### src/rtl/core/rtkn_pkg.sv
// Shared types and constants for the rectangle-filtered top-K selector.
package rtkn_pkg;

	localparam int COORD_W = 16;
	localparam int SIZE_W  = 12;
	localparam int DIST_W  = 16;
	localparam int SEL_W   = 5;
	localparam int CFG_IDX_W = 3;

	// configuration register indexes
	localparam logic [CFG_IDX_W-1:0] REG_QUERY_LEFT   = 3'd0;
	localparam logic [CFG_IDX_W-1:0] REG_QUERY_BOTTOM = 3'd1;
	localparam logic [CFG_IDX_W-1:0] REG_QUERY_RIGHT  = 3'd2;
	localparam logic [CFG_IDX_W-1:0] REG_QUERY_TOP    = 3'd3;
	localparam logic [CFG_IDX_W-1:0] REG_SELECT_COUNT = 3'd4;

	localparam logic [SEL_W-1:0] SELECT_COUNT_RST = 5'd2;

	// command codes
	localparam logic CMD_OFFER  = 1'b0;
	localparam logic CMD_FINISH = 1'b1;

	// link between neighboring cells
	typedef struct packed {
		logic vld;   // cell holds an entry
		logic lt;    // incoming word orders before this cell's entry (or cell empty)
	} rtkn_link_t;

	// per-cycle command to every cell of the chain
	typedef struct packed {
		logic ins;   // insert the stage-1 word
		logic grow;  // insertion extends the list by one
		logic shift; // move every entry one cell toward the head
	} rtkn_ctl_t;

	// stage-1 control
	typedef struct packed {
		logic vld;
		logic fin;
		logic qual;
	} rtkn_s1_t;

	typedef enum logic [1:0] {
		ST_IDLE = 2'b01,
		ST_EMIT = 2'b10
	} rtkn_state_t;

endpackage

### src/rtl/core/rtkn_filter.sv
// Stage 1: rectangle overlap test and x distance of an incoming word.
module rtkn_filter import rtkn_pkg::*; #(
	parameter int IDX_BITS = 8
) (
	input  logic                       clk,
	input  logic                       arst_n,
	input  logic                       take,
	input  logic                       command,
	input  logic [IDX_BITS-1:0]        entity_index,
	input  logic signed [COORD_W-1:0]  entity_x,
	input  logic signed [COORD_W-1:0]  entity_y,
	input  logic [SIZE_W-1:0]          entity_width,
	input  logic [SIZE_W-1:0]          entity_height,
	input  logic                       entity_dead,
	input  logic signed [COORD_W-1:0]  q_left,
	input  logic signed [COORD_W-1:0]  q_bottom,
	input  logic signed [COORD_W-1:0]  q_right,
	input  logic signed [COORD_W-1:0]  q_top,
	output rtkn_s1_t                   ctl_s1,
	output logic [DIST_W-1:0]          dist_s1,
	output logic [IDX_BITS-1:0]        idx_s1
);

	logic signed [COORD_W:0] ex, ey, ex_hi, ey_hi, ql, qb, qr, qt, diff, mag;
	logic qual;

	always_comb begin
		ex    = 17'(signed'(entity_x));
		ey    = 17'(signed'(entity_y));
		ex_hi = ex + signed'({5'b0, entity_width});
		ey_hi = ey + signed'({5'b0, entity_height});
		ql    = 17'(signed'(q_left));
		qb    = 17'(signed'(q_bottom));
		qr    = 17'(signed'(q_right));
		qt    = 17'(signed'(q_top));
		qual  = !entity_dead && (qr >= ex) && (ql <= ex_hi) && (qt >= ey) && (qb <= ey_hi);
		diff  = ex - ql;
		mag   = diff[COORD_W] ? -diff : diff;
	end

	always_ff @(posedge clk or negedge arst_n) begin
		if (!arst_n) begin
			ctl_s1 <= '0;
		end else begin
			ctl_s1.vld  <= take;
			ctl_s1.fin  <= (command == CMD_FINISH);
			ctl_s1.qual <= qual;
		end
	end

	// |diff| < 65536 always, so the low bits are exact
	always_ff @(posedge clk) begin
		if (take) begin
			dist_s1 <= mag[DIST_W-1:0];
			idx_s1  <= entity_index;
		end
	end

endmodule

### src/rtl/core/rtkn_cell.sv
// One cell of the sorted insertion chain: holds one kept (distance, index) entry.
module rtkn_cell import rtkn_pkg::*; #(
	parameter int IDX_BITS = 8
) (
	input  logic                 clk,
	input  logic                 arst_n,
	input  rtkn_ctl_t            ctl,
	input  logic [DIST_W-1:0]    new_dist,
	input  logic [IDX_BITS-1:0]  new_idx,
	input  rtkn_link_t           prev_link,
	input  logic [DIST_W-1:0]    prev_dist,
	input  logic [IDX_BITS-1:0]  prev_idx,
	input  logic                 next_vld,
	input  logic [DIST_W-1:0]    next_dist,
	input  logic [IDX_BITS-1:0]  next_idx,
	output rtkn_link_t           link,
	output logic [DIST_W-1:0]    dist_q,
	output logic [IDX_BITS-1:0]  idx_q,
	output logic                 repl
);

	logic vld_q;

	always_comb begin
		link.vld = vld_q;
		link.lt  = !vld_q || (new_dist < dist_q) ||
			((new_dist == dist_q) && (new_idx < idx_q));
		// last kept entry, and the new word is strictly nearer
		repl     = vld_q && !next_vld && (new_dist < dist_q);
	end

	always_ff @(posedge clk or negedge arst_n) begin
		if (!arst_n) begin
			vld_q <= 1'b0;
		end else if (ctl.shift) begin
			vld_q <= next_vld;
		end else if (ctl.ins && ctl.grow && prev_link.vld) begin
			vld_q <= 1'b1;
		end
	end

	always_ff @(posedge clk) begin
		if (ctl.shift) begin
			dist_q <= next_dist;
			idx_q  <= next_idx;
		end else if (ctl.ins && link.lt) begin
			if (prev_link.lt) begin
				dist_q <= prev_dist;
				idx_q  <= prev_idx;
			end else begin
				dist_q <= new_dist;
				idx_q  <= new_idx;
			end
		end
	end

endmodule

### src/rtl/core/rect_filtered_top_k_nearest.sv
// Top level: rectangle-filtered top-K nearest selector built on a sorted cell chain.
// Offer word: busy stays low, so words may follow back to back; a qualifying entry that
//   is kept lands in the chain at the edge after the accept edge.
// Finish word with n kept: it is registered in stage 1, the FSM enters ST_EMIT, then
//   one result per cycle, n in all; nothing kept: a single found=0 result next cycle.
// Busy falls in the cycle that shows the last result; results cannot be stalled.
// arst_n clears the kept list, the FSM and the result strobe; config registers return to defaults.
module rect_filtered_top_k_nearest import rtkn_pkg::*; #(
	parameter int MAX_SELECT = 16,
	parameter int INDEX_BITS = 8
) (
	input  logic                       clk,
	input  logic                       arst_n,
	// command channel
	input  logic                       start,
	output logic                       busy,
	input  logic                       command,
	input  logic [INDEX_BITS-1:0]      entity_index,
	input  logic signed [COORD_W-1:0]  entity_x,
	input  logic signed [COORD_W-1:0]  entity_y,
	input  logic [SIZE_W-1:0]          entity_width,
	input  logic [SIZE_W-1:0]          entity_height,
	input  logic                       entity_dead,
	// configuration write channel
	input  logic                       cfg_valid,
	output logic                       cfg_ready,
	input  logic [CFG_IDX_W-1:0]       cfg_index,
	input  logic [COORD_W-1:0]         cfg_data,
	// results
	output logic                       result_valid,
	output logic [INDEX_BITS-1:0]      result_index,
	output logic [DIST_W-1:0]          result_distance,
	output logic                       found,
	output logic                       last_result
);

	localparam int KW = (MAX_SELECT > 1) ? $clog2(MAX_SELECT) : 1;
	localparam logic [6:0] MAX_SEL_7 = 7'(MAX_SELECT);

	// ---------------- configuration registers ----------------
	logic signed [COORD_W-1:0] q_left_q, q_bottom_q, q_right_q, q_top_q;
	logic [SEL_W-1:0]          sel_q;

	assign cfg_ready = 1'b1;

	always_ff @(posedge clk or negedge arst_n) begin
		if (!arst_n) begin
			q_left_q   <= '0;
			q_bottom_q <= '0;
			q_right_q  <= '0;
			q_top_q    <= '0;
			sel_q      <= SELECT_COUNT_RST;
		end else if (cfg_valid && cfg_ready) begin
			case (cfg_index)
				REG_QUERY_LEFT:   q_left_q   <= cfg_data;
				REG_QUERY_BOTTOM: q_bottom_q <= cfg_data;
				REG_QUERY_RIGHT:  q_right_q  <= cfg_data;
				REG_QUERY_TOP:    q_top_q    <= cfg_data;
				REG_SELECT_COUNT: sel_q      <= cfg_data[SEL_W-1:0];
				default: ; // writes past the register list are dropped
			endcase
		end
	end

	// ---------------- stage 1: filter and distance ----------------
	rtkn_s1_t               ctl_s1;
	logic [DIST_W-1:0]      dist_s1;
	logic [INDEX_BITS-1:0]  idx_s1;
	logic                   take;
	rtkn_state_t            state_q;

	// a finish word sitting in stage 1 already blocks the next word
	assign busy = (state_q == ST_EMIT) || (ctl_s1.vld && ctl_s1.fin);
	assign take = start && !busy;

	rtkn_filter #(.IDX_BITS(INDEX_BITS)) u_filter (
		.clk          (clk),
		.arst_n       (arst_n),
		.take         (take),
		.command      (command),
		.entity_index (entity_index),
		.entity_x     (entity_x),
		.entity_y     (entity_y),
		.entity_width (entity_width),
		.entity_height(entity_height),
		.entity_dead  (entity_dead),
		.q_left       (q_left_q),
		.q_bottom     (q_bottom_q),
		.q_right      (q_right_q),
		.q_top        (q_top_q),
		.ctl_s1       (ctl_s1),
		.dist_s1      (dist_s1),
		.idx_s1       (idx_s1)
	);

	// ---------------- the cell chain ----------------
	// Slot 0 is the head stub, slot i+1 is cell i, slot MAX_SELECT+1 the tail stub.
	rtkn_link_t            lk   [MAX_SELECT+2];
	logic [DIST_W-1:0]     dst  [MAX_SELECT+2];
	logic [INDEX_BITS-1:0] idx  [MAX_SELECT+2];
	logic [MAX_SELECT-1:0] vld_vec, repl_vec;
	rtkn_ctl_t             ctl;
	logic                  full, ins_ok;
	logic [KW-1:0]         kidx;

	assign lk[0]             = '{vld: 1'b1, lt: 1'b0};
	assign dst[0]            = '0;
	assign idx[0]            = '0;
	assign lk[MAX_SELECT+1]  = '{vld: 1'b0, lt: 1'b1};
	assign dst[MAX_SELECT+1] = '0;
	assign idx[MAX_SELECT+1] = '0;

	for (genvar i = 0; i < MAX_SELECT; i++) begin : g_cell
		rtkn_cell #(.IDX_BITS(INDEX_BITS)) u_cell (
			.clk       (clk),
			.arst_n    (arst_n),
			.ctl       (ctl),
			.new_dist  (dist_s1),
			.new_idx   (idx_s1),
			.prev_link (lk[i]),
			.prev_dist (dst[i]),
			.prev_idx  (idx[i]),
			.next_vld  (lk[i+2].vld),
			.next_dist (dst[i+2]),
			.next_idx  (idx[i+2]),
			.link      (lk[i+1]),
			.dist_q    (dst[i+1]),
			.idx_q     (idx[i+1]),
			.repl      (repl_vec[i])
		);
		assign vld_vec[i] = lk[i+1].vld;
	end

	// K-1, with K=0 read as 1 and K above the chain length clamped
	always_comb begin
		if (sel_q == '0) begin
			kidx = '0;
		end else if ({2'b00, sel_q} > MAX_SEL_7) begin
			kidx = KW'(MAX_SELECT - 1);
		end else begin
			kidx = KW'(sel_q - 5'd1);
		end
	end

	// entries form a prefix, so "count >= K" is just "cell K-1 holds one"
	assign full   = vld_vec[kidx];
	assign ins_ok = !full || (|repl_vec);

	always_comb begin
		ctl.ins   = ctl_s1.vld && !ctl_s1.fin && ctl_s1.qual && ins_ok;
		ctl.grow  = !full;   // on replacement the old tail falls off the end
		ctl.shift = (state_q == ST_EMIT);
	end

	// ---------------- emit sequencer and result register ----------------
	logic                  res_vld_q, found_q, last_q;
	logic [INDEX_BITS-1:0] res_idx_q;
	logic [DIST_W-1:0]     res_dist_q;
	logic                  head_last;

	// head entry is the final one when cell 1 is empty (or there is no cell 1)
	assign head_last = !lk[2].vld;

	always_ff @(posedge clk or negedge arst_n) begin
		if (!arst_n) begin
			state_q   <= ST_IDLE;
			res_vld_q <= 1'b0;
		end else begin
			res_vld_q <= 1'b0;
			case (state_q)
				ST_IDLE: begin
					if (ctl_s1.vld && ctl_s1.fin) begin
						if (vld_vec[0]) begin
							state_q <= ST_EMIT;
						end else begin
							res_vld_q <= 1'b1; // empty query: single not-found word
						end
					end
				end
				ST_EMIT: begin
					res_vld_q <= 1'b1;
					if (head_last) begin
						state_q <= ST_IDLE;
					end
				end
				default: state_q <= ST_IDLE;
			endcase
		end
	end

	always_ff @(posedge clk) begin
		if (state_q == ST_EMIT) begin
			res_idx_q  <= idx[1];
			res_dist_q <= dst[1];
			found_q    <= 1'b1;
			last_q     <= head_last;
		end else begin
			res_idx_q  <= '0;
			res_dist_q <= '0;
			found_q    <= 1'b0;
			last_q     <= 1'b1;
		end
	end

	assign result_valid    = res_vld_q;
	assign result_index    = res_idx_q;
	assign result_distance = res_dist_q;
	assign found           = found_q;
	assign last_result     = last_q;

	// ---------------- assertions ----------------
	a_emit_has_head: assert property (@(posedge clk) disable iff (!arst_n)
		(state_q == ST_EMIT) |-> vld_vec[0])
		else $error("emit pass with empty head cell");

	a_emit_strobes: assert property (@(posedge clk) disable iff (!arst_n)
		(state_q == ST_EMIT) |=> res_vld_q)
		else $error("emit cycle produced no result");

	a_notfound_last: assert property (@(posedge clk) disable iff (!arst_n)
		(res_vld_q && !found_q) |-> last_q)
		else $error("not-found result not marked last");

	a_no_ins_in_emit: assert property (@(posedge clk) disable iff (!arst_n)
		ctl.ins |-> (state_q == ST_IDLE))
		else $error("insertion during emit pass");

endmodule
### config.mk
export PLATFORM = sky130hd
export DESIGN_NAME = rect_filtered_top_k_nearest
export DESIGN_NICKNAME = d
export VERILOG_FILES = /design/src/rtl/core/rtkn_pkg.sv /design/src/rtl/core/rtkn_filter.sv /design/src/rtl/core/rtkn_cell.sv /design/src/rtl/core/rect_filtered_top_k_nearest.sv
export SDC_FILE = /design/constraint.sdc
export NUM_CORES = 2
export LEC_CHECK = 0
export ABC_AREA = 1
export BUFFER_PORTS_ARGS = -buffer_cell sky130_fd_sc_hd__buf_4
export CAP_MARGIN = 20
export CORE_MARGIN = 2
export CORE_UTILIZATION = 55
export DETAILED_ROUTE_END_ITERATION = 8
export GPL_TIMING_DRIVEN = 0
export PLACE_DENSITY = 0.72
export SLEW_MARGIN = 30
export SYNTH_ARGS = -nofsm -noshare
export SYNTH_HDL_FRONTEND = slang
export SYNTH_SLANG_ARGS = --single-unit
### constraint.sdc
create_clock -name clk -period 7.7 [get_ports clk]
set_input_delay 1.54 -clock clk [delete_from_list [all_inputs] [get_ports clk]]
set_output_delay 1.54 -clock clk [all_outputs]
set_load 0.05 [all_outputs]
Word-level counts from Yosys, hierarchy flattened --
Index checks and enable logic that the tools add are counted.
Storage, ports and cells: bits in latches 0, output and inout bits 29, word-level logic and storage cells 449, bits of input ports 89, register bits 525, memory bits (writable) 0, memory bits (read-only) 0, memories 0
Cells by class: shifts and indexed selects 0, reduce and logical (&&, ||, !) cells 182, equality and inequality tests 25, bitwise gates (word level) 0, div/mod/pow operators 0, multiply operators 0, add/sub/neg operators 5, $lt $le $gt $ge 38, muxes and demuxes 135
Operators by type and width (number):
- 2-to-1 mux 16 bit | 46
- 2-to-1 mux 8 bit | 45
- equality test 16 bit | 16
- less-than comparator 16 bit | 16
- less-than comparator 8 bit | 16
- logical AND 1 bit | 88
- nonzero test 2 bit | 31
- 2-to-1 mux 1 bit | 36
- adder 16 x 13 -> 17 bit | 2
- <= comparator 16 x 17 -> 1 bit | 2
- logical OR 1 bit | 34
- >= comparator 16 bit | 2
- zero test 1 bit | 20
- subtractor 16 x 16 -> 17 bit | 1
- negator 16 bit | 1
- OR reduction 16 bit | 1
- AND reduction 2 bit | 5
- 2-to-1 mux 4 bit | 2
- equality test 3 x 2 -> 1 bit, second input constant | 2
- 2-to-1 mux 2 bit | 3
- > comparator 5 bit, second input constant | 1
- zero test 5 bit | 1
- less-than comparator 4 x 5 -> 1 bit, second input constant | 1
- binary-select mux 1 bit (select 4 bit) | 1
- 11 further kinds | 12

Longest topological paths before layout --
word-level depth 12, depth in mapped cells 25, gate-level depth less buffers 25

By module --
Synthesis repeated with hierarchy kept, for this count alone.
Second synthesis, totals: cell total of the unflattened synthesis 5206, area total of the unflattened synthesis 39638.0 um2
Modules (own cells, without submodules):
- rtkn_cell | area each 1915.6 um2, times used 16, cells an instance 251, seq. area each 745.7 um2
- rtkn_filter | area each 5193.7 um2, times used 1, cells an instance 767, seq. area each 795.8 um2
- rect_filtered_top_k_nearest | area each 3794.9 um2, times used 1, cells an instance 423, seq. area each 2324.7 um2

Worst setup path before layout --
No wires, ideal clock.
path type input port to flip-flop, start in entity_y[0], end reg u_filter.ctl_s1[0] (netlist name), data arrival time 4414 ps, stages on the path 20, library setup time 71 ps, slack 3215 ps, data required time 7629 ps, buffers on the path 0, path through ha_1 -> inv_1 -> fa_1 -> nor4_1 -> nor2_1 -> o21ai_1 -> nand2_1 -> nand2_1 -> a21oi_1 -> o21ai_1 -> nand2_1 -> nand2_1 -> nand2_1 -> ha_1 -> a21o_1 -> a221oi_1 -> o21ai_0 -> a21oi_1 -> nand3_1 -> nor2_1
Between the ends: word-level cells in the longest chain between the ends 3, elaborated cells on any way between the ends 5, those cells by class add/sub: 1; order compare: 2; reduce/logical: 2
RTL lines:
- start, declared | RTL line rect_filtered_top_k_nearest.sv:20 | input logic signed [COORD_W-1:0] entity_y,
- adder 16 x 13 -> 17 bit / >= comparator 16 bit (equally long branches) | RTL line rtkn_filter.sv:31, rtkn_filter.sv:36
- <= comparator 16 x 17 -> 1 bit / logical AND 1 bit (equally long branches) | RTL line rtkn_filter.sv:36 | qual = !entity_dead && (qr >= ex) && (ql <= ex_hi) && (qt >= ey) && (qb <= ey_hi);
- logical AND 1 bit * | RTL line rtkn_filter.sv:36
- named net u_filter.qual | RTL line rtkn_filter.sv:25 | logic qual;
The timed path passes the listed nets; every way through them passes the cells marked *. A chain may end at the register's enable or synchronous reset.

==> metrics <==
run status complete, no violations; antenna violations before repair 0; Power Density approximately 440 nW/um^2; hold path startpoint g_cell[0].u_cell.dist_q[12]; dpl cells between 5000 and 6000; Initial DRC Count approximately 4000; Starting Density between 50% and 60%; number of hold buffers added after CTS 0; Synth Register Bits roughly 530; Placer Congestion a little under 1; MaxCap Viol Count 0; Lkg Pwr between 15 and 20 nW; Antenna Nets Post-Route 0; TritonCTS clock tree yes; final-stage net count ~5400; Layout area overhead 12.3%; Yosys top cell by area edfxtp_1; # clock sinks 525; worst endpoint required time 6.16 ns; vias per cell 6.04; DIE WIDTH ~260 um; first-pass GRT wire length roughly 190000 um; pin count of the biggest net entering global routing 92; Yosys cell types 52; vias in the first global route 32776; Post-DP Area 40100 um^2; Final setup viols 0; Post-synth EDFFs 384; DR DRC count 0; post-synth net total 5217; Finished Layout Cells 5787; Final Hold Vio Count 0; gr usage total 36.3%; Worst Reg-to-Reg Cells 8; setup bufs post-CTS 0; Async SR Flop Fraction ~17%; Worst Hold Class reg2reg; Critical Setup Path Class reg2out; Post-CTS Resized 0; r2r endpoint g_cell[7].u_cell.dist_q[7]; die area between 70000 and 80000 um^2; share of cells above drive strength 1 under 10%; drt pass-1 iters 6; Worst Hold End result_distance[12]; Critical Path Source Type register; Worst Skew roughly 0.023 ns; Cells after Synth about 4600; main flop type after synthesis edfxtp_1; syn_area_per_cell just over 8 um^2; Synth top area share 30.8%; Max clock buf depth 3; minimum clock period 5.46 ns; critical path arrival just under 4 ns; VDD IR max around 0.19 mV; hold path depth 2; IO Count 118; Core Region ~67000 um^2; flop-to-flop setup slack 3.26 ns; Clock Latency Late Sink ~0.65 ns; clk slew on worst S/H paths approximately 0.06 ns; Warnings, synthesis 0; htree depth 2; CTS Buf Count 60; wire per inst around 22 um; most common cell after layout, fill and taps aside o21ai_0; DPL Wire Length between 100000 and 150000 um; commonest non-fill, non-tap cells in the layout 827 x o21ai_0, 754 x inv_1, 708 x nand2_1; worst-margin pin slew roughly 1.1 ns; Congestion Overflow GR 0; CP max FO 10; final hold slack approximately 0.45 ns; Final Instance Area 42000 um^2; site row count 95; total wire length roughly 130000 um; Final Cycle Share approximately 70%; max_slew headroom 26.0%; critical path capture point type primary output; setup_tns 0 ns; Max Clk Rate approximately 180 MHz; via count 34928; Area contributors post-synth edfxtp_1 31%, ha_1 16%, o21ai_0 11%; register area share after synthesis about two fifths; # diodes 0; mapped cell area around 37000 um^2; die extent in y about 260 um; RSZ-0062 raised after global routing false; PortBufs between 100 and 150; Max Slew Vio Count 0; RR Startpoint state_q[0]; Root Driver clkbuf_16
==> worst max-delay path, cell delays in order, from the launching register on <==
cell and delay (ns):
dfstp_2 0.55, inv_1 0.05, ha_1 0.22, clkbuf_1 0.48, inv_1 0.19, clkbuf_1 0.53
clkbuf_1 0.68, nand2_1 0.30, buf_4 0.27
==> where the power goes <==
part / total, mW / leakage, nW / internal, mW / switching [mW]
Sequential: 5.14 / 5.05 / 4.62 / 0.520
Clock: 2.92 / 0.952 / 1.67 / 1.24
Combinational: 10.2 / 13.7 / 3.16 / 7.06
==> state kept, by name, indices dropped and copies added, names as in the netlist <==
| name | cells |
|---|---|
| q_right_q | 16 |
| u_filter.idx_s1 | 8 |
| u_filter.ctl_s1 | 3 |
| g_cell.u_cell.vld_q | 16 |
| result_valid | 1 |
| g_cell.u_cell.idx_q | 128 |
| sel_q | 5 |
| state_q | 2 |
| q_top_q | 16 |
| result_distance | 16 |
| result_index | 8 |
| u_filter.dist_s1 | 16 |
| q_left_q | 16 |
| g_cell.u_cell.dist_q | 256 |
| found | 1 |
| q_bottom_q | 16 |
| last_result | 1 |
==> logic make-up after synthesis <==
group           after synthesis  share of synthesized area (%)
compound gates             1504                           20.9
buf+inv                     978                           9.98
flops                       525                           39.6
simple gates               1111                           12.3
other cells                   1                         0.0100
fa+ha+maj                   481                           16.1
xor+xnor                     47                           1.10
==> synth_stat cells (all sizes together), types with 2 or more instances <==
master / n
o211ai: 16
o22ai: 2
o2111ai: 5
a21o: 9
a21boi: 12
o21a: 21
dfxtp: 50
clkbuf: 170
a21oi: 535
buf: 48
a221oi: 3
xnor2: 16
nand3: 116
nor3: 18
a31o: 2
a211oi: 4
o21ai: 858
edfxtp: 384
ha: 478
o21bai: 11
fa: 3
nand2: 726
dfstp: 2
nor4: 10
nand4: 73
a31oi: 20
nor2: 160
inv: 759
nand3b: 6
xor2: 31
dfrtp: 89
==> layer usage <==
| layer | part of all wire (%) | track usage [%] |
|---|---|---|
| met4 | 6.7 | 21.6 |
| met3 | 10 | 5.93 |
| met5 | 0 | 0 |
| met2 | 45 | 58.1 |
| met1 | 38 | 46.4 |
==> metrics by stage <==
step           total power, mW  util, %  setup slack [ns]
2_1_floorplan             11.5        -              3.21
3_3_place_gp              14.4     58.6              1.25
3_5_place_dp              15.0     59.5              2.55
4_1_cts                   17.9     62.4              2.41
5_1_grt                   19.5     62.5              2.28
6_report                  18.3     62.5              2.24
==> worst max-delay path by stage <==
stage	from	endpoint	slack (ns)	depth (start not counted)
2_1_floorplan	entity_y[0]	u_filter.ctl_s1[0]	3.21	20
3_3_place_gp	u_filter.dist_s1[7]	g_cell[0].u_cell.dist_q[7]	1.25	14
3_5_place_dp	entity_y[0]	u_filter.ctl_s1[0]	2.55	20
4_1_cts	state_q[0]	busy	2.41	8
5_1_grt	state_q[0]	busy	2.28	8
6_report	state_q[0]	busy	2.24	8
==> final cells by class <==
cell class                 count  area (um^2)
clock inverter                24          236
sequential                   525        14800
inverter                     760         2850
fill                        5963        25300
clock buffer                  84         1710
tap                          873         1090
timing repair buffer         159         1490
buffer                       218          888
multi-input combinational   3144        18900
No activity file was read; power rests on OpenSTA's default activity.
